===== config.mk =====
export PLATFORM = sky130hd
export DESIGN_NAME = lasi_ctrl
export DESIGN_NICKNAME = d
export VERILOG_FILES = /design/src/design/lasi_pkg.sv /design/src/design/lasi_ctrl.sv
export SDC_FILE = /design/constraint.sdc
export NUM_CORES = 1
export LEC_CHECK = 0
export ABC_AREA = 1
export BUFFER_PORTS_ARGS = -buffer_cell sky130_fd_sc_hd__buf_4
export CORE_MARGIN = 1.5
export CORE_UTILIZATION = 43
export DETAILED_ROUTE_END_ITERATION = 6
export GPL_TIMING_DRIVEN = 0
export HOLD_SLACK_MARGIN = 0.1
export PLACE_DENSITY = 0.76
export SLEW_MARGIN = 20
export SYNTH_ARGS = -nofsm -noshare
export SYNTH_HDL_FRONTEND = slang
export SYNTH_SLANG_ARGS = --single-unit

===== constraint.sdc =====
create_clock -name clk_i -period 1.3 [get_ports clk_i]
set_input_delay 0.065 -clock clk_i [delete_from_list [all_inputs] [get_ports clk_i]]
set_output_delay 0.065 -clock clk_i [all_outputs]
set_load 0.05 [all_outputs]

===== src/design/lasi_pkg.sv =====
// ----------------------------------------------------------------------------
// lasi_pkg
// Shared constants, payload types and controller/datapath handshake structs
// for the leveled assumption stack index unit.
// ----------------------------------------------------------------------------
`default_nettype none

package lasi_pkg;

  localparam int STACK_DEPTH   = 256;
  localparam int INDEX_SLOTS   = 512;
  localparam int DELETED_LIMIT = 128;
  localparam int MAX_LEVEL     = 65535;

  localparam int KEY_W   = 31;
  localparam int LEVEL_W = 16;
  localparam int VALUE_W = 32;
  localparam int ENT_W   = $clog2(STACK_DEPTH);
  localparam int TOP_W   = ENT_W + 1;
  localparam int SLOT_W  = $clog2(INDEX_SLOTS);
  localparam int DEL_W   = SLOT_W + 1;

  typedef enum logic [2:0] {
    OP_ADD         = 3'd0,
    OP_OPEN        = 3'd1,
    OP_CLOSE       = 3'd2,
    OP_TERM_OF_LIT = 3'd3,
    OP_LIT_OF_TERM = 3'd4,
    OP_CLEAR       = 3'd5
  } op_e;

  typedef enum logic [1:0] {
    ST_OK        = 2'd0,
    ST_FULL      = 2'd1,
    ST_NO_LEVEL  = 2'd2,
    ST_LEVEL_OVF = 2'd3
  } status_e;

  typedef enum logic [1:0] {
    SLOT_EMPTY,
    SLOT_DELETED,
    SLOT_LIVE
  } slot_state_e;

  typedef enum logic [1:0] {
    ENT_TOP,
    ENT_TOP_M1,
    ENT_ZERO,
    ENT_INC
  } ent_src_e;

  typedef enum logic [1:0] {
    PK_FIND,
    PK_ADD,
    PK_REMOVE
  } probe_e;

  typedef enum logic [1:0] {
    SW_RESET,
    SW_CLEAR,
    SW_REBUILD
  } sweep_e;

  typedef enum logic [3:0] {
    S_SWEEP,
    S_IDLE,
    S_DISPATCH,
    S_PROBE_START,
    S_PROBE,
    S_FETCH,
    S_POP_RD,
    S_POP_CHK,
    S_CLOSE_END,
    S_REB_LOAD,
    S_DONE
  } ctl_state_e;

  typedef struct packed {
    slot_state_e           state;
    logic [ENT_W-1:0]      ent;
    logic [KEY_W-1:0]      key;
  } slot_t;

  typedef struct packed {
    logic [2:0]            op;
    logic [KEY_W-1:0]      term_key;
    logic [KEY_W-1:0]      literal_key;
  } in_item_t;

  typedef struct packed {
    logic [1:0]            status;
    logic                  found;
    logic signed [VALUE_W-1:0] partner_value;
  } out_item_t;

  typedef struct packed {
    logic     capture;
    logic     set_status;
    status_e  status;
    logic     set_found;
    logic     lvl_inc;
    logic     lvl_dec;
    logic     lvl_clr;
    logic     top_inc;
    logic     top_dec;
    logic     top_clr;
    logic     del_clr;
    logic     store_wr;
    logic     store_rd;
    logic     fetch;
    logic     ent_ld;
    ent_src_e ent_src;
    logic     key_ld;
    logic     key_sel;
    logic     key_store;
    logic     probe_start;
    logic     probe_adv;
    logic     slot_ins;
    logic     slot_del;
    logic     sweep_init;
    logic     sweep_step;
    logic     out_load;
  } cmd_t;

  typedef struct packed {
    op_e  op;
    logic top_full;
    logic top_zero;
    logic lvl_max;
    logic lvl_zero;
    logic lvl_match;
    logic del_over;
    logic sweep_last;
    logic cur_empty;
    logic cur_hit_key;
    logic cur_hit_ent;
    logic probe_last;
    logic reb_last;
    logic out_busy;
    logic sel;
  } stat_t;

endpackage

`default_nettype wire


===== src/design/lasi_ctrl.sv =====
// ----------------------------------------------------------------------------
// lasi_ctrl
// Sequencer: decodes each operation and steps the datapath through probes,
// pops, table sweeps and index rebuilds.
// ----------------------------------------------------------------------------
`default_nettype none

module lasi_ctrl import lasi_pkg::*; (
  input  wire logic  clk_i,
  input  wire logic  rst_ni,
  input  wire logic  in_valid_i,
  output logic       in_ready_o,
  input  wire stat_t st_i,
  output cmd_t       cmd_o
);

  ctl_state_e state_q, state_d;
  probe_e     kind_q, kind_d;
  sweep_e     sweep_q, sweep_d;
  logic       rebuild_q, rebuild_d;
  logic       idx_done;

  always_ff @(posedge clk_i or negedge rst_ni) begin
    if (!rst_ni) begin
      state_q   <= S_SWEEP;
      kind_q    <= PK_FIND;
      sweep_q   <= SW_RESET;
      rebuild_q <= 1'b0;
    end else begin
      state_q   <= state_d;
      kind_q    <= kind_d;
      sweep_q   <= sweep_d;
      rebuild_q <= rebuild_d;
    end
  end

  // end of the probe walk for one index
  always_comb begin
    idx_done = 1'b0;
    case (kind_q)
      PK_ADD:    idx_done = st_i.cur_hit_key || st_i.cur_empty || st_i.probe_last;
      PK_REMOVE: idx_done = st_i.cur_hit_ent || st_i.cur_empty || st_i.probe_last;
      default:   idx_done = 1'b0;
    endcase
  end

  // next state
  always_comb begin
    state_d   = state_q;
    kind_d    = kind_q;
    sweep_d   = sweep_q;
    rebuild_d = rebuild_q;
    unique case (state_q)
      S_SWEEP: begin
        if (st_i.sweep_last) begin
          unique case (sweep_q)
            SW_RESET: state_d = S_IDLE;
            SW_CLEAR: state_d = S_DONE;
            default:  state_d = st_i.top_zero ? S_DONE : S_REB_LOAD;
          endcase
        end
      end
      S_IDLE: begin
        if (in_valid_i) state_d = S_DISPATCH;
      end
      S_DISPATCH: begin
        unique case (st_i.op)
          OP_ADD: begin
            if (st_i.top_full) begin
              state_d = S_DONE;
            end else begin
              kind_d    = PK_ADD;
              rebuild_d = 1'b0;
              state_d   = S_PROBE_START;
            end
          end
          OP_CLOSE: state_d = st_i.lvl_zero ? S_DONE : S_POP_RD;
          OP_TERM_OF_LIT, OP_LIT_OF_TERM: begin
            kind_d  = PK_FIND;
            state_d = S_PROBE_START;
          end
          OP_CLEAR: begin
            sweep_d = SW_CLEAR;
            state_d = S_SWEEP;
          end
          default: state_d = S_DONE;
        endcase
      end
      S_PROBE_START: state_d = S_PROBE;
      S_PROBE: begin
        if (kind_q == PK_FIND) begin
          if (st_i.cur_hit_key) state_d = S_FETCH;
          else if (st_i.cur_empty || st_i.probe_last) state_d = S_DONE;
        end else if (idx_done) begin
          if (!st_i.sel) state_d = S_PROBE_START;
          else if (kind_q == PK_REMOVE) state_d = S_POP_RD;
          else if (!rebuild_q || st_i.reb_last) state_d = S_DONE;
          else state_d = S_REB_LOAD;
        end
      end
      S_FETCH:  state_d = S_DONE;
      S_POP_RD: state_d = st_i.top_zero ? S_CLOSE_END : S_POP_CHK;
      S_POP_CHK: begin
        if (st_i.lvl_match) begin
          kind_d    = PK_REMOVE;
          rebuild_d = 1'b0;
          state_d   = S_PROBE_START;
        end else begin
          state_d = S_CLOSE_END;
        end
      end
      S_CLOSE_END: begin
        if (st_i.del_over) begin
          sweep_d = SW_REBUILD;
          state_d = S_SWEEP;
        end else begin
          state_d = S_DONE;
        end
      end
      S_REB_LOAD: begin
        kind_d    = PK_ADD;
        rebuild_d = 1'b1;
        state_d   = S_PROBE_START;
      end
      S_DONE: begin
        if (!st_i.out_busy) state_d = S_IDLE;
      end
      default: state_d = S_IDLE;
    endcase
  end

  // commands
  always_comb begin
    cmd_o = '0;
    unique case (state_q)
      S_SWEEP: begin
        cmd_o.sweep_step = 1'b1;
        if (st_i.sweep_last) begin
          unique case (sweep_q)
            SW_RESET: ;
            SW_CLEAR: begin
              cmd_o.top_clr = 1'b1;
              cmd_o.lvl_clr = 1'b1;
              cmd_o.del_clr = 1'b1;
            end
            default: begin
              cmd_o.del_clr = 1'b1;
              if (!st_i.top_zero) begin
                cmd_o.ent_ld   = 1'b1;
                cmd_o.ent_src  = ENT_ZERO;
                cmd_o.store_rd = 1'b1;
              end
            end
          endcase
        end
      end
      S_IDLE: cmd_o.capture = in_valid_i;
      S_DISPATCH: begin
        unique case (st_i.op)
          OP_ADD: begin
            if (st_i.top_full) begin
              cmd_o.set_status = 1'b1;
              cmd_o.status     = ST_FULL;
            end else begin
              cmd_o.store_wr = 1'b1;
              cmd_o.ent_ld   = 1'b1;
              cmd_o.ent_src  = ENT_TOP;
              cmd_o.key_ld   = 1'b1;
            end
          end
          OP_OPEN: begin
            if (st_i.lvl_max) begin
              cmd_o.set_status = 1'b1;
              cmd_o.status     = ST_LEVEL_OVF;
            end else begin
              cmd_o.lvl_inc = 1'b1;
            end
          end
          OP_CLOSE: begin
            if (st_i.lvl_zero) begin
              cmd_o.set_status = 1'b1;
              cmd_o.status     = ST_NO_LEVEL;
            end
          end
          OP_TERM_OF_LIT: cmd_o.key_ld = 1'b1;
          OP_LIT_OF_TERM: begin
            cmd_o.key_ld  = 1'b1;
            cmd_o.key_sel = 1'b1;
          end
          OP_CLEAR: cmd_o.sweep_init = 1'b1;
          default: ;
        endcase
      end
      S_PROBE_START: cmd_o.probe_start = 1'b1;
      S_PROBE: begin
        unique case (kind_q)
          PK_FIND: begin
            if (st_i.cur_hit_key) begin
              cmd_o.store_rd = 1'b1;
              cmd_o.fetch    = 1'b1;
            end else if (!st_i.cur_empty && !st_i.probe_last) begin
              cmd_o.probe_adv = 1'b1;
            end
          end
          PK_ADD: begin
            if (!idx_done) cmd_o.probe_adv = 1'b1;
            else if (!st_i.cur_hit_key) cmd_o.slot_ins = 1'b1;
          end
          default: begin
            if (st_i.cur_hit_ent) cmd_o.slot_del = 1'b1;
            else if (!idx_done) cmd_o.probe_adv = 1'b1;
          end
        endcase
        if (kind_q != PK_FIND && idx_done) begin
          if (!st_i.sel) begin
            // same entry, now the term index
            cmd_o.key_ld    = 1'b1;
            cmd_o.key_sel   = 1'b1;
            cmd_o.key_store = rebuild_q || (kind_q == PK_REMOVE);
          end else if (kind_q == PK_ADD && !rebuild_q) begin
            cmd_o.top_inc = 1'b1;
          end else if (kind_q == PK_ADD && !st_i.reb_last) begin
            cmd_o.ent_ld   = 1'b1;
            cmd_o.ent_src  = ENT_INC;
            cmd_o.store_rd = 1'b1;
          end
        end
      end
      S_FETCH: cmd_o.set_found = 1'b1;
      S_POP_RD: begin
        if (!st_i.top_zero) begin
          cmd_o.ent_ld   = 1'b1;
          cmd_o.ent_src  = ENT_TOP_M1;
          cmd_o.store_rd = 1'b1;
        end
      end
      S_POP_CHK: begin
        if (st_i.lvl_match) begin
          cmd_o.top_dec   = 1'b1;
          cmd_o.key_ld    = 1'b1;
          cmd_o.key_store = 1'b1;
        end
      end
      S_CLOSE_END: begin
        cmd_o.lvl_dec    = 1'b1;
        cmd_o.sweep_init = st_i.del_over;
      end
      S_REB_LOAD: begin
        cmd_o.key_ld    = 1'b1;
        cmd_o.key_store = 1'b1;
      end
      S_DONE: cmd_o.out_load = !st_i.out_busy;
      default: ;
    endcase
  end

  assign in_ready_o = (state_q == S_IDLE);

endmodule

`default_nettype wire


==> results of run 1 <==
[synth_stat cells]
cell,instances
nand2_1,70
inv_1,36
nor2_1,28
nand3_1,18
o21ai_0,10
dfrtp_1,9
inv_2,7
nor3_1,5
a21oi_1,4
ha_1,4
nand2_2,4
nand4_1,4
buf_4,2
nor4_1,2
a21oi_2,1
a31oi_2,1
nand3b_1,1
nor2_4,1
nor2_8,1
nor3_4,1
o211ai_1,1
o21ai_1,1
o31ai_1,1
or2_4,1
[logic make-up after synthesis]
family / share of synthesized area (%)
AND/OR/NAND/NOR: 52.0
buffers and inverters: 15.0
AO/OA/AOI/OAI: 9.50
flip-flops: 19.2
adder cells (fa/ha/maj): 4.27
[metrics by stage]
step,setup WS [ns],setup TNS (ns)
after detailed placement,-0.414,-5.28
after global placement,-0.410,-5.14
after floorplan,-0.352,-3.48
==> summary.txt, run 1 <==
Status
  • Status: did not finish
  • Failed at: 4_1_cts
  • First Err: [ERROR DPL-0038] Utilization greater than 100%, impossible to legalize

Clocking
  • Clock root buffer: clkbuf_4
  • Clk sinks: 9
  • Setup bufs post-CTS: 29
  • Hold bufs inserted after CTS: 3
  • Total CTS buffers: 3
  • Htree depth: 1
  • Clock Path Buffers: 2
  • Resize count post-CTS: 129

Placement
  • DP Wirelength: 2930 µm
  • Routability cong.: 0.883
  • Placed Cells: 291
  • Port Buf Inserts: 48
  • Placed cell area: 1810 µm²

Synth
  • Synthesized instance count: 213
  • Area of the mapped netlist: 1170 µm²
  • Synth unique cells: 24
  • Synth area leaders: nand2_1 22%, dfrtp_1 19%, inv_1 12%, nor2_1 9.0%, nand3_1 7.7%
  • Synth Register Bits: 9
  • Mapped Nets: 237
  • Syn Area/Cell: 5.50 µm²
  • Yosys top cell area share: 22.4%
  • Yosys warnings: 0
  • Largest area contributor in the netlist: nand2_1
  • Sequential fraction of the synthesis area: 19.2%

Floorplanning
  • # rows: 18
  • I/O Pins: 49
  • Initial Utilization: 46.5%
  • Die Y: 55.2 µm
  • Die Width: 55.2 µm
==> run 2, diff against run 1 <==
- CORE_AREA: unset -> 2 2 63 65
- CORE_MARGIN: 1.5 -> unset
- CORE_UTILIZATION: 43 -> unset
- DIE_AREA: unset -> 0 0 65 67
- HOLD_SLACK_MARGIN: 0.1 -> unset
- PLACE_DENSITY: 0.76 -> unset
- PLACE_DENSITY_LB_ADDON: unset -> 0.15
- clock period: 1.3 -> 1.69 ns (I/O delays scaled with it)
==> run 2 against run 1 <==
Compared with the run above: the flow now finishes, with violations (setup timing); area after synthesis stayed put; synthesized cell count did not move.
==> summary.txt, run 2 <==
Min path
  • Hold path cells: 3
  • Hold endpoint: kind_q[1]
  • Hold Crit Class: input port to flop
  • Hold path start: st_i[9]

Detailed routing
  • Number of antenna-violating nets in the routed design: 0
  • Detailed Route Iter0 Violations: 45
  • Via density: 4.61
  • Vias: 1518
  • Wire length per cell: 11.3 µm
  • # DRC: 0
  • Pre-antenna DRT Iters: 4
  • Drt total wl: 3730 µm

Clocking
  • Skew-Pair Late Insertion Delay: 0.24 ns
  • Total CTS buffers: 3 (unchanged)
  • Clk sinks: 9 (unchanged)
  • Worst-path clk slew: 0.05 ns
  • TritonCTS clock tree: done
  • Htree depth: 1 (unchanged)
  • Clock root buffer: clkbuf_8 (was clkbuf_4)
  • Clock Path Buffers: 2 (unchanged)

Power
  • Internal: 1.48 mW
  • Clk pwr share: 7.9%
  • Switching Power: 1.84 mW
  • Comb pwr share: 78.9%
  • Pwr Total: 3.33 mW
  • Reg power frac: 13.2%
  • Leakage power: 1.14 nW
  • Pwr Density: 1640 nW/µm²
  • Sw Ratio: 55.4%
  • Max IR drop VDD: 0.539 mV

STA
  • Max Slew Vio Count: 0
  • Final setup viols: 12
  • Measured slew at the worst slew-check pin: 0.302 ns
  • Slew headroom: 79.7%
  • RSZ-0062 raised after global routing: true
  • Final hold vios: 0
  • Post-Route Setup TNS: -0.930 ns
  • Max Freq: 0.547 GHz
  • Worst-case hold slack: 0.126 ns
  • Final period util: 108%
  • Crit path setup slack, layout: -0.139 ns
  • Tmin final: 1.83 ns
  • Max Clock Skew: 0.00307 ns

Floorplanning
  • DIE AREA: 4360 µm²
  • Die Width: 65 µm (was 55.2 µm)
  • I/O Pins: 49 (unchanged)
  • # rows: 22 (was 18)
  • CORE AREA: 3610 µm²
  • Die Y: 67 µm (was 55.2 µm)
  • Initial Utilization: 32.5% (was 46.5%)

Final layout
  • Commonest non-fill, non-tap cells in the layout: 59 x nand2_1, 47 x buf_4, 32 x inv_1
  • Biggest regs: state_q x4, kind_q x2, sweep_q x2
  • Register area: 226 µm²
  • # diodes: 0
  • Area of the multi-input gates: 957 µm²
  • Finished Cell Area: 2030 µm²
  • Commonest non-fill, non-tap cell in the layout: nand2_1
  • Layout cell share with drive strength beyond 1: 43.4%
  • Max reg flops: 4
  • Non-filler cells, final: 329
  • Fillers: 384
  • Synth-to-Final Area Change: 73.2%
  • Nets@finish: 306
  • Top reg by flops: state_q

Synth
  • Yosys top cell area share: 22.4% (unchanged)
  • Largest area contributor in the netlist: nand2_1 (unchanged)
  • Synthesized instance count: 213 (unchanged)
  • Mapped Nets: 237 (unchanged)
  • Ys async rst share: 100% (unchanged)
  • Most instantiated library cell after synthesis: nand2_1 (unchanged)
  • Synth area leaders: nand2_1 22%, dfrtp_1 19%, inv_1 12%, nor2_1 9.0%, nand3_1 7.7% (unchanged)
  • Syn Area/Cell: 5.50 µm² (unchanged)
  • Post-synth top flop: dfrtp_1 (unchanged)
  • Post-synth top cells: 70 x nand2_1, 36 x inv_1, 28 x nor2_1 (unchanged)
  • Yosys warnings: 0 (unchanged)
  • Sequential fraction of the synthesis area: 19.2% (unchanged)
  • Synth Register Bits: 9 (unchanged)
  • Synth unique cells: 24 (unchanged)
  • Area of the mapped netlist: 1170 µm² (unchanged)
  • Post-synth EDFFs: 0 (unchanged)

GRT
  • Number of global-route vias before repair: 1390
  • Total GRT Usage: 17.9%
  • GRT overflow: 0
  • Largest net degree at the start of global routing: 10
  • First-pass GRT wire length: 6020 µm
  • Initial antenna violation count: 0

Critical path
  • Kind of critical path: flop to output pin
  • Critical R2R Launch: kind_q[0]
  • Worst setup SP type: flop
  • Critical Path AT: 1.74 ns
  • Crit Path Max Fanout: 4
  • Crit end category: output pin
  • Reg-to-reg slack, setup: 0.13 ns
  • Worst path required time: 1.61 ns
  • Reg2Reg Depth: 11
  • FF-to-FF End: state_q[1]

Placement
  • Placed Cells: 309 (was 291)
  • Routability cong.: 0.781 (was 0.883)
  • Port Buf Inserts: 48 (unchanged)
  • DP Wirelength: 2980 µm (was 2930 µm)
  • Placed cell area: 1650 µm² (was 1810 µm²)

Status
  • Failing checks: setup timing
  • Status: finished, violations left (was did not finish)

Job
  • Max-cap viol count: 0
-- run 2: cell counts after synthesis --
No cell type changed its count.
-- run 2: cell families after synthesis --
| kind of cell | count (synthesis) | share of synthesized area [%] |
|---|---|---|
| and+or+nand+nor | 136 | 52.0 |
| DFF | 9 | 19.2 |
| adders and majority gates | 4 | 4.27 |
| AOI/OAI and AO/OA | 19 | 9.50 |
| buffers and inverters | 45 | 15.0 |
-- run 2: worst max path at each step --
stage	to	slack, ns	from	cells past startpoint
global route	cmd_o[5]	-0.22	kind_q[0]	12
detailed placement	cmd_o[7]	-0.10	kind_q[0]	10
finish	cmd_o[7]	-0.14	kind_q[1]	9
floorplan	cmd_o[20]	-0.29	state_q[1]	4
CTS	cmd_o[7]	-0.14	kind_q[0]	9
global placement	cmd_o[7]	-0.09	kind_q[0]	10
-- run 2: metrics by stage --
stage / util, % / worst slack, ns
CTS: 52.2 / -0.143
global route: 56.3 / -0.215
detailed placement: 45.9 / -0.102
floorplan: - / -0.294
finish: 56.3 / -0.139
global placement: 45.9 / -0.0931
-- run 2: power groups by stage --
stage	clock network [mW]	logic [mW]	registers, mW
2_1_floorplan	0	1.57	0.405
5_1_grt	0.282	2.87	0.456
4_1_cts	0.264	2.36	0.433
6_report	0.262	2.63	0.439
3_5_place_dp	0	2.05	0.427
3_3_place_gp	0	2.05	0.423
-- run 2: layer usage --
layer	global-route usage (%)	share of wire, %
met2	32.6	51
met1	22.1	45
met4	5.59	1.0
met3	1.69	3.4
met5	0	0
-- run 2: final cells by class --
cell class / instances / area share (%)
Sequential cell: 9 / 11.2
Clock buffer: 4 / 2.22
Multi-Input combinational cell: 159 / 47.1
Buffer: 2 / 0.739
Inverter: 43 / 7.95
Tap cell: 48 / 2.96
Timing Repair Buffer: 64 / 27.8
-- run 2: what timing repair did --
item,in CTS,in global routing
gates resized for setup,28,29
cloned,0,0
endpoints found under the hold margin,9,0
pin swaps,5,10
setup buffers,9,6
setup endpoints to repair,14,17
hold buffers,1,0
-- run 2: critical path: stages, from the launching register on --
cell     delay, ns
dfrtp_1       0.42
ha_4          0.19
inv_2         0.06
nand2_2       0.05
nand3_2       0.08
nand2_4       0.07
nor3_4        0.17
nand2_2       0.14
o21ai_4       0.15
buf_6         0.17
(Power assumes the default switching activity.)
==> run 3, diff against run 2 <==
- ABC_AREA: 1 -> unset
==> run 3 against run 2 <==
Compared with the run above: the run still ends with setup timing left; design area increased by 25%; core utilization increased by 14 points; clock skew increased by 0.0035 ns; worst hold slack improved by 0.030 ns; area after synthesis increased by 1.4%; sequential share of layout area decreased by 2.2 points; clock-buffer cell count decreased by 1; clock power about the same; largest cell class unchanged.
==> summary.txt, run 3 <==
STA
  • Measured slew at the worst slew-check pin: 0.512 ns (was 0.302 ns)
  • Crit path setup slack, layout: -0.564 ns (was -0.139 ns)
  • Final period util: 133% (was 108%)
  • Tmin final: 2.25 ns (was 1.83 ns)
  • Final setup viols: 25 (was 12)
  • RSZ-0062 raised after global routing: true (unchanged)
  • Slew headroom: 65.8% (was 79.7%)
  • Final hold vios: 0 (unchanged)
  • Max Freq: 0.444 GHz (was 0.547 GHz)
  • Max Clock Skew: 0.00660 ns (was 0.00307 ns)
  • Max Slew Vio Count: 0 (unchanged)

Synth
  • Post-synth EDFFs: 0 (unchanged)
  • Compound-Gate Fraction of Synth Area: 25.9% (was 9.50%)
  • Ys async rst share: 100% (unchanged)
  • Yosys warnings: 0 (unchanged)
  • Synth Register Bits: 9 (unchanged)
  • Sequential fraction of the synthesis area: 18.9% (was 19.2%)
  • Mapped Nets: 195 (was 237)
  • Area of the mapped netlist: 1190 µm² (was 1170 µm²)
  • Synth area leaders: dfrtp_1 19%, nand2_1 5.7%, nor2_1 5.7%, nor3_1 5.1%, ha_1 4.2% (was nand2_1 22%, dfrtp_1 19%, inv_1 12%, nor2_1 9.0%, nand3_1 7.7%)
  • Post-synth top flop: dfrtp_1 (unchanged)
  • Mux cell area share after synthesis: 3.37% (was 0%)
  • Xor/xnor share of the synthesized area: 0% (unchanged)
  • Syn Area/Cell: 6.95 µm² (was 5.50 µm²)
  • Yosys top cell area share: 18.9% (was 22.4%)
  • Largest family of logic cells by synthesized area: simple AND/OR/NAND/NOR gates (unchanged)
  • Simple-Gate Fraction of Synth Area: 38.4% (was 52.0%)
  • Synthesized instance count: 171 (was 213)
  • Largest area contributor in the netlist: dfrtp_1 (was nand2_1)
  • Synth unique cells: 46 (was 24)
  • Adder-cell share of the synthesized area: 4.21% (was 4.27%)
  • Post-synth top cells: 18 x nand2_1, 18 x nor2_1, 12 x nor3_1 (was 70 x nand2_1, 36 x inv_1, 28 x nor2_1)

Detailed routing
  • Detailed Route Iter0 Violations: 85 (was 45)
  • Number of antenna-violating nets in the routed design: 0 (unchanged)
  • Drt total wl: 5240 µm (was 3730 µm)
  • Pre-antenna DRT Iters: 4 (unchanged)
  • Via density: 5.45 (was 4.61)
  • # DRC: 0 (unchanged)
  • WL met3: 259 µm (was 127 µm)
  • Wire length per cell: 17.0 µm (was 11.3 µm)
  • Met2 WL: 2840 µm (was 1890 µm)
  • WL met1: 2050 µm (was 1680 µm)
  • DR top layer: met4 (unchanged)
  • Vias: 1680 (was 1518)

Placement
  • Routability cong.: 0.884 (was 0.781)
  • DP Wirelength: 3370 µm (was 2980 µm)
  • Post-Place Setup Slack: -0.364 ns (was -0.102 ns)
  • Port Buf Inserts: 47 (was 48)

Clocking
  • Htree depth: 1 (unchanged)
  • TritonCTS clock tree: done (unchanged)
  • Clock Path Buffers: 2 (unchanged)
  • Clock root buffer: clkbuf_8 (unchanged)
  • Total CTS buffers: 3 (unchanged)
  • Worst-path clk slew: 0.05 ns (about the same)
  • Clk sinks: 9 (unchanged)
  • Skew-Pair Late Insertion Delay: 0.24 ns (about the same)

Status
  • Failing checks: setup timing (unchanged)
  • Status: finished, violations left (unchanged)

Final layout
  • Layout cell share with drive strength beyond 1: 63.1% (was 43.4%)
  • Biggest regs: state_q x4, kind_q x2, sweep_q x2 (unchanged)
  • Commonest non-fill, non-tap cells in the layout: 56 x buf_4, 30 x buf_6, 10 x nand2_1 (was 59 x nand2_1, 47 x buf_4, 32 x inv_1)
  • Top reg by flops: state_q (unchanged)
  • Nets@finish: 285 (was 306)
  • Fillers: 296 (was 384)
  • Final core utilization: 70.4% (was 56.3%)
  • Synth-to-Final Area Change: 114% (was 73.2%)
  • # diodes: 0 (unchanged)
  • Max reg flops: 4 (unchanged)
  • Commonest non-fill, non-tap cell in the layout: buf_4 (was nand2_1)

Critical path
  • Worst path required time: 1.61 ns (about the same)
  • Crit end category: output pin (unchanged)
  • Crit Path Max Fanout: 3 (was 4)
  • Worst setup SP type: flop (unchanged)
  • Critical Path AT: 2.17 ns (was 1.74 ns)
  • Kind of critical path: flop to output pin (unchanged)

GRT
  • Largest net degree at the start of global routing: 11 (was 10)
  • Number of global-route vias before repair: 1609 (was 1390)
  • Initial antenna violation count: 0 (unchanged)
  • GRT overflow: 0 (unchanged)
  • Total GRT Usage: 23.6% (was 17.9%)
  • First-pass GRT wire length: 7780 µm (was 6020 µm)

Power
  • Leakage power: 1.10 nW (was 1.14 nW)
  • Pwr Density: 1690 nW/µm² (was 1640 nW/µm²)
  • Max IR drop VDD: 0.835 mV (was 0.539 mV)

Floorplanning
  • Initial Utilization: 33.0% (was 32.5%)
  • Die Width: 65 µm (unchanged)
  • I/O Pins: 49 (unchanged)
  • CORE AREA: 3610 µm² (unchanged)
  • DIE AREA: 4360 µm² (unchanged)
  • Die Y: 67 µm (unchanged)
  • # rows: 22 (unchanged)

Min path
  • Hold Crit Class: input port to flop (unchanged)

Job
  • Max-cap viol count: 0 (unchanged)
-- run 3: cell count changes after synthesis, sizes merged, moves of 4 or more --
cell    before  now
nand2       74   18
nand4        4    0
clkbuf       0    7
inv         43   11
nand3       18    5
buf          2    6
mux2i        0    4
nor2        30   18
nor2b        0    5
nand2b       0    8
o211ai       1    5
nor3         6   13
-- run 3: report_power, final --
group	switching (mW)	leakage (nW)	internal, mW	total [mW]
Clock	0.0993	0.0255	0.162	0.261
Sequential	0.146	0.105	0.326	0.472
Combinational	1.96	0.975	1.59	3.55
-- run 3: logic make-up after synthesis --
family | after synthesis
buffers and inverters | 24
AO/OA/AOI/OAI | 46
multiplexers | 4
flip-flops | 9
AND/OR/NAND/NOR | 84
adder cells (fa/ha/maj) | 4
-- run 3: worst max-delay path, cell delays in order, from the launching register on --
cell,delay (ns)
dfrtp_1,0.42
buf_6,0.14
ha_4,0.16
mux2i_4,0.19
nand2_2,0.07
nand2_2,0.07
or4_4,0.55
o21ai_4,0.15
buf_6,0.17
-- run 3: final cells by class --
type	instances	area, µm²	share of cell area, %
clock inverters	1	5.00	0.197
plain buffers	10	77.6	3.05
inverters	11	45.0	1.77
clock buffers	3	41.3	1.63
repair buffers	88	818	32.2
well taps	48	60.1	2.36
multi-input cells	138	1260	49.8
flip-flops and latches	9	228	8.97
-- run 3: path summary, 6_finish.rpt --
check	start	to	slack, ns	cells after the start
max in group asynchronous	rst_ni	state_q[2]	1.31	2
setup reg to reg	kind_q[1]	state_q[1]	-0.37	8
setup / recovery	kind_q[1]	cmd_o[7]	-0.56	8
min in group asynchronous	rst_ni	sweep_q[0]	0.22	2
hold / removal	st_i[8]	sweep_q[1]	0.16	3
hold reg to reg	sweep_q[0]	sweep_q[0]	0.60	2
-- run 3: through the flow --
step	area (µm²)	power (mW)	instances	hold slack, ns	setup TNS [ns]
after floorplan	1450	2.29	171	-0.211	-3.66
after global placement	1860	2.81	266	-0.0816	-3.25
after detailed placement	1860	2.87	266	-0.0768	-3.61
after CTS	2380	3.83	298	0.147	-6.13
after global routing	2540	4.50	308	0.169	-8.69
final	2540	4.28	308	0.156	-7.20
-- run 3: routing by layer --
layer / GRT usage, % / up-vias
li1: - / 802
met1: 27.4 / 804
met2: 44.8 / 65
met3: 3.04 / 9
met4: 7.18 / 0
met5: 0 / -
-- run 3: timing repair --
item                                    in CTS  in global routing
hold buffers                                 1                  0
hold endpoints to repair                     9                  0
setup buffers                               27                 18
resized for setup                           69                 31
pin swaps                                   16                 17
endpoints found under the setup margin      33                 33
==> run 4, diff against run 3 <==
- SETUP_SLACK_MARGIN: unset -> 0.2
==> run 4 against run 3 <==
Compared with the run above: the run still ends with setup timing left; via count up 16%; worst hold slack lost 0.017 ns; routed wire length grew 31%; setup slack worse by 0.020 ns; design area grew 17%; sequential power up 1%; non-clock buffer count rose by 21; critical path type unchanged.
==> summary.txt, run 4 (same netlist as run 3, synthesis figures left out) <==
Critical path
  • Reg-to-reg slack, setup: -0.33 ns (was -0.37 ns)
  • Crit Path Max Fanout: 4 (was 3)
  • CP top delay family: simple AND/OR/NAND/NOR gates (unchanged)
  • Largest stage delay on the critical path: 0.59 ns (was 0.55 ns)
  • Worst setup SP type: flop (unchanged)
  • Crit end category: output pin (unchanged)
  • Worst path required time: 1.61 ns (about the same)
  • Slowest cell on crit path: or4_4 (unchanged)
  • Kind of critical path: flop to output pin (unchanged)
  • Buffers & Inverters on Critical Path: 2 (unchanged)
  • Critical Path AT: 2.19 ns (was 2.17 ns)
  • Worst-path cell chain: inv_2 > ha_4 > mux2i_2 > nand2_1 > nand2_2 > or4_4 > o21ai_4 > buf_8 (was buf_6 > ha_4 > mux2i_4 > nand2_2 > nand2_2 > or4_4 > o21ai_4 > buf_6)

STA
  • Final period util: 135% (was 133%)
  • Max Clock Skew: 0.00541 ns (was 0.00660 ns)
  • Slew headroom: 59.8% (was 65.8%)
  • Max Freq: 0.440 GHz (was 0.444 GHz)
  • Final setup viols: 35 (was 25)
  • Tmin final: 2.27 ns (was 2.25 ns)
  • Post-Route Setup TNS: -9.06 ns (was -7.20 ns)
  • Measured slew at the worst slew-check pin: 0.601 ns (was 0.512 ns)
  • Crit path setup slack, layout: -0.584 ns (was -0.564 ns)
  • RSZ-0062 raised after global routing: true (unchanged)
  • Final hold vios: 0 (unchanged)
  • Max Slew Vio Count: 0 (unchanged)

Power
  • Clk pwr share: 5.1% (was 6.1%)
  • Leakage power: 1.29 nW (was 1.10 nW)
  • Internal: 2.73 mW (was 2.08 mW)
  • Reg power frac: 8.9% (was 11.0%)
  • Switching Power: 2.63 mW (was 2.20 mW)
  • Sw Ratio: 49.1% (was 51.5%)
  • Max IR drop VDD: 0.749 mV (was 0.835 mV)
  • Comb pwr share: 86.0% (was 82.9%)
  • Pwr Density: 1800 nW/µm² (was 1690 nW/µm²)

Clocking
  • Clk sinks: 9 (unchanged)
  • Htree depth: 1 (unchanged)
  • TritonCTS clock tree: done (unchanged)
  • Skew-Pair Late Insertion Delay: 0.24 ns (about the same)
  • Worst-path clk slew: 0.06 ns (was 0.05 ns)
  • Clock root buffer: clkbuf_8 (unchanged)
  • Total CTS buffers: 3 (unchanged)
  • Clock Path Buffers: 2 (unchanged)

Floorplanning
  • CORE AREA: 3610 µm² (unchanged)
  • Die Y: 67 µm (unchanged)
  • I/O Pins: 49 (unchanged)
  • Initial Utilization: 33.0% (unchanged)
  • Die Width: 65 µm (unchanged)
  • # rows: 22 (unchanged)
  • DIE AREA: 4360 µm² (unchanged)

Detailed routing
  • Vias: 1942 (was 1680)
  • WL met1: 2420 µm (was 2050 µm)
  • DR top layer: met4 (unchanged)
  • Drt total wl: 6870 µm (was 5240 µm)
  • Pre-antenna DRT Iters: 5 (was 4)
  • Wire length per cell: 20.9 µm (was 17.0 µm)
  • Number of antenna-violating nets in the routed design: 0 (unchanged)
  • Met2 WL: 3490 µm (was 2840 µm)
  • Detailed Route Iter0 Violations: 184 (was 85)
  • WL met3: 628 µm (was 259 µm)
  • Via density: 5.90 (was 5.45)
  • # DRC: 0 (unchanged)

Placement
  • Port Buf Inserts: 47 (unchanged)
  • Post-Place Setup Slack: -0.308 ns (was -0.364 ns)
  • DP Wirelength: 3320 µm (was 3370 µm)
  • Placed cell area: 1930 µm² (was 1860 µm²)
  • Placed Cells: 266 (unchanged)
  • Routability cong.: 0.914 (was 0.884)

GRT
  • Largest net degree at the start of global routing: 11 (unchanged)
  • First-pass GRT wire length: 8020 µm (was 7780 µm)
  • Number of global-route vias before repair: 1743 (was 1609)
  • GRT overflow: 0 (unchanged)
  • Total GRT Usage: 24.3% (was 23.6%)
  • Initial antenna violation count: 0 (unchanged)

Final layout
  • Synth-to-Final Area Change: 150% (was 114%)
  • Commonest non-fill, non-tap cells in the layout: 50 x buf_4, 47 x buf_6, 15 x buf_8 (was 56 x buf_4, 30 x buf_6, 10 x nand2_1)
  • Non-filler cells, final: 329 (was 308)
  • Nets@finish: 306 (was 285)
  • Biggest regs: state_q x4, kind_q x2, sweep_q x2 (unchanged)
  • Top reg by flops: state_q (unchanged)
  • Max reg flops: 4 (unchanged)
  • Final core utilization: 82.5% (was 70.4%)
  • Layout cell share with drive strength beyond 1: 69.0% (was 63.1%)
  • Commonest non-fill, non-tap cell in the layout: buf_4 (unchanged)
  • Finished Cell Area: 2980 µm² (was 2540 µm²)
  • # diodes: 0 (unchanged)

Job
  • Max-cap viol count: 0 (unchanged)

Status
  • Failing checks: setup timing (unchanged)
  • Status: finished, violations left (unchanged)

Min path
  • Hold Crit Class: input port to flop (unchanged)
[run 4: metal layers]
metal / global-route usage [%] / up-vias
met4: 11.2 / 0
met5: 0 / -
li1: - / 847
met2: 45.0 / 146
met3: 3.89 / 29
met1: 27.0 / 920
[run 4: layout make-up]
| cell class | instances | area, µm² |
|---|---|---|
| sequential | 9 | 228 |
| multi-input combinational | 138 | 1390 |
| clock inverter | 1 | 5.00 |
| buffer | 13 | 143 |
| clock buffer | 3 | 41.3 |
| timing repair buffer | 106 | 1060 |
| inverter | 11 | 45.0 |
| fill | 187 | 629 |
| tap | 48 | 60.1 |
[run 4: worst min-delay path: cells and delay by family]
kind                   cells  cell delay [ns]
buffers and inverters      1             0.10
AO/OA/AOI/OAI              2             0.17
[run 4: power by group through the flow]
stage,sequential (mW),combinational [mW],clock (mW)
2_1_floorplan,0.427,1.98,0
3_3_place_gp,0.448,2.48,0
3_5_place_dp,0.453,2.51,0
4_1_cts,0.458,3.53,0.257
5_1_grt,0.483,4.79,0.282
6_report,0.478,4.61,0.272
[run 4: path summary, 6_finish.rpt]
check                            from         end  cells past startpoint
hold reg to reg            sweep_q[0]  sweep_q[0]                      2
setup reg to reg           state_q[2]  state_q[3]                      9
min in group asynchronous      rst_ni  sweep_q[0]                      2
hold / removal                st_i[8]  sweep_q[1]                      3
max in group asynchronous      rst_ni   kind_q[1]                      2
setup / recovery            kind_q[0]    cmd_o[7]                      8
[run 4: through the flow]
step           hold slack, ns  power, mW
2_1_floorplan          -0.211       2.41
3_3_place_gp          -0.0851       2.93
3_5_place_dp          -0.0838       2.96
4_1_cts                 0.160       4.25
5_1_grt                 0.163       5.56
6_report                0.139       5.36
[run 4: what timing repair did]
action	4_1_cts	5_1_grt
endpoints found under the setup margin	36	37
gates cloned	0	0
endpoints found under the hold margin	9	0
pin swaps	16	22
buffers inserted	32	26
hold buffers	1	0
gates resized for setup	93	40
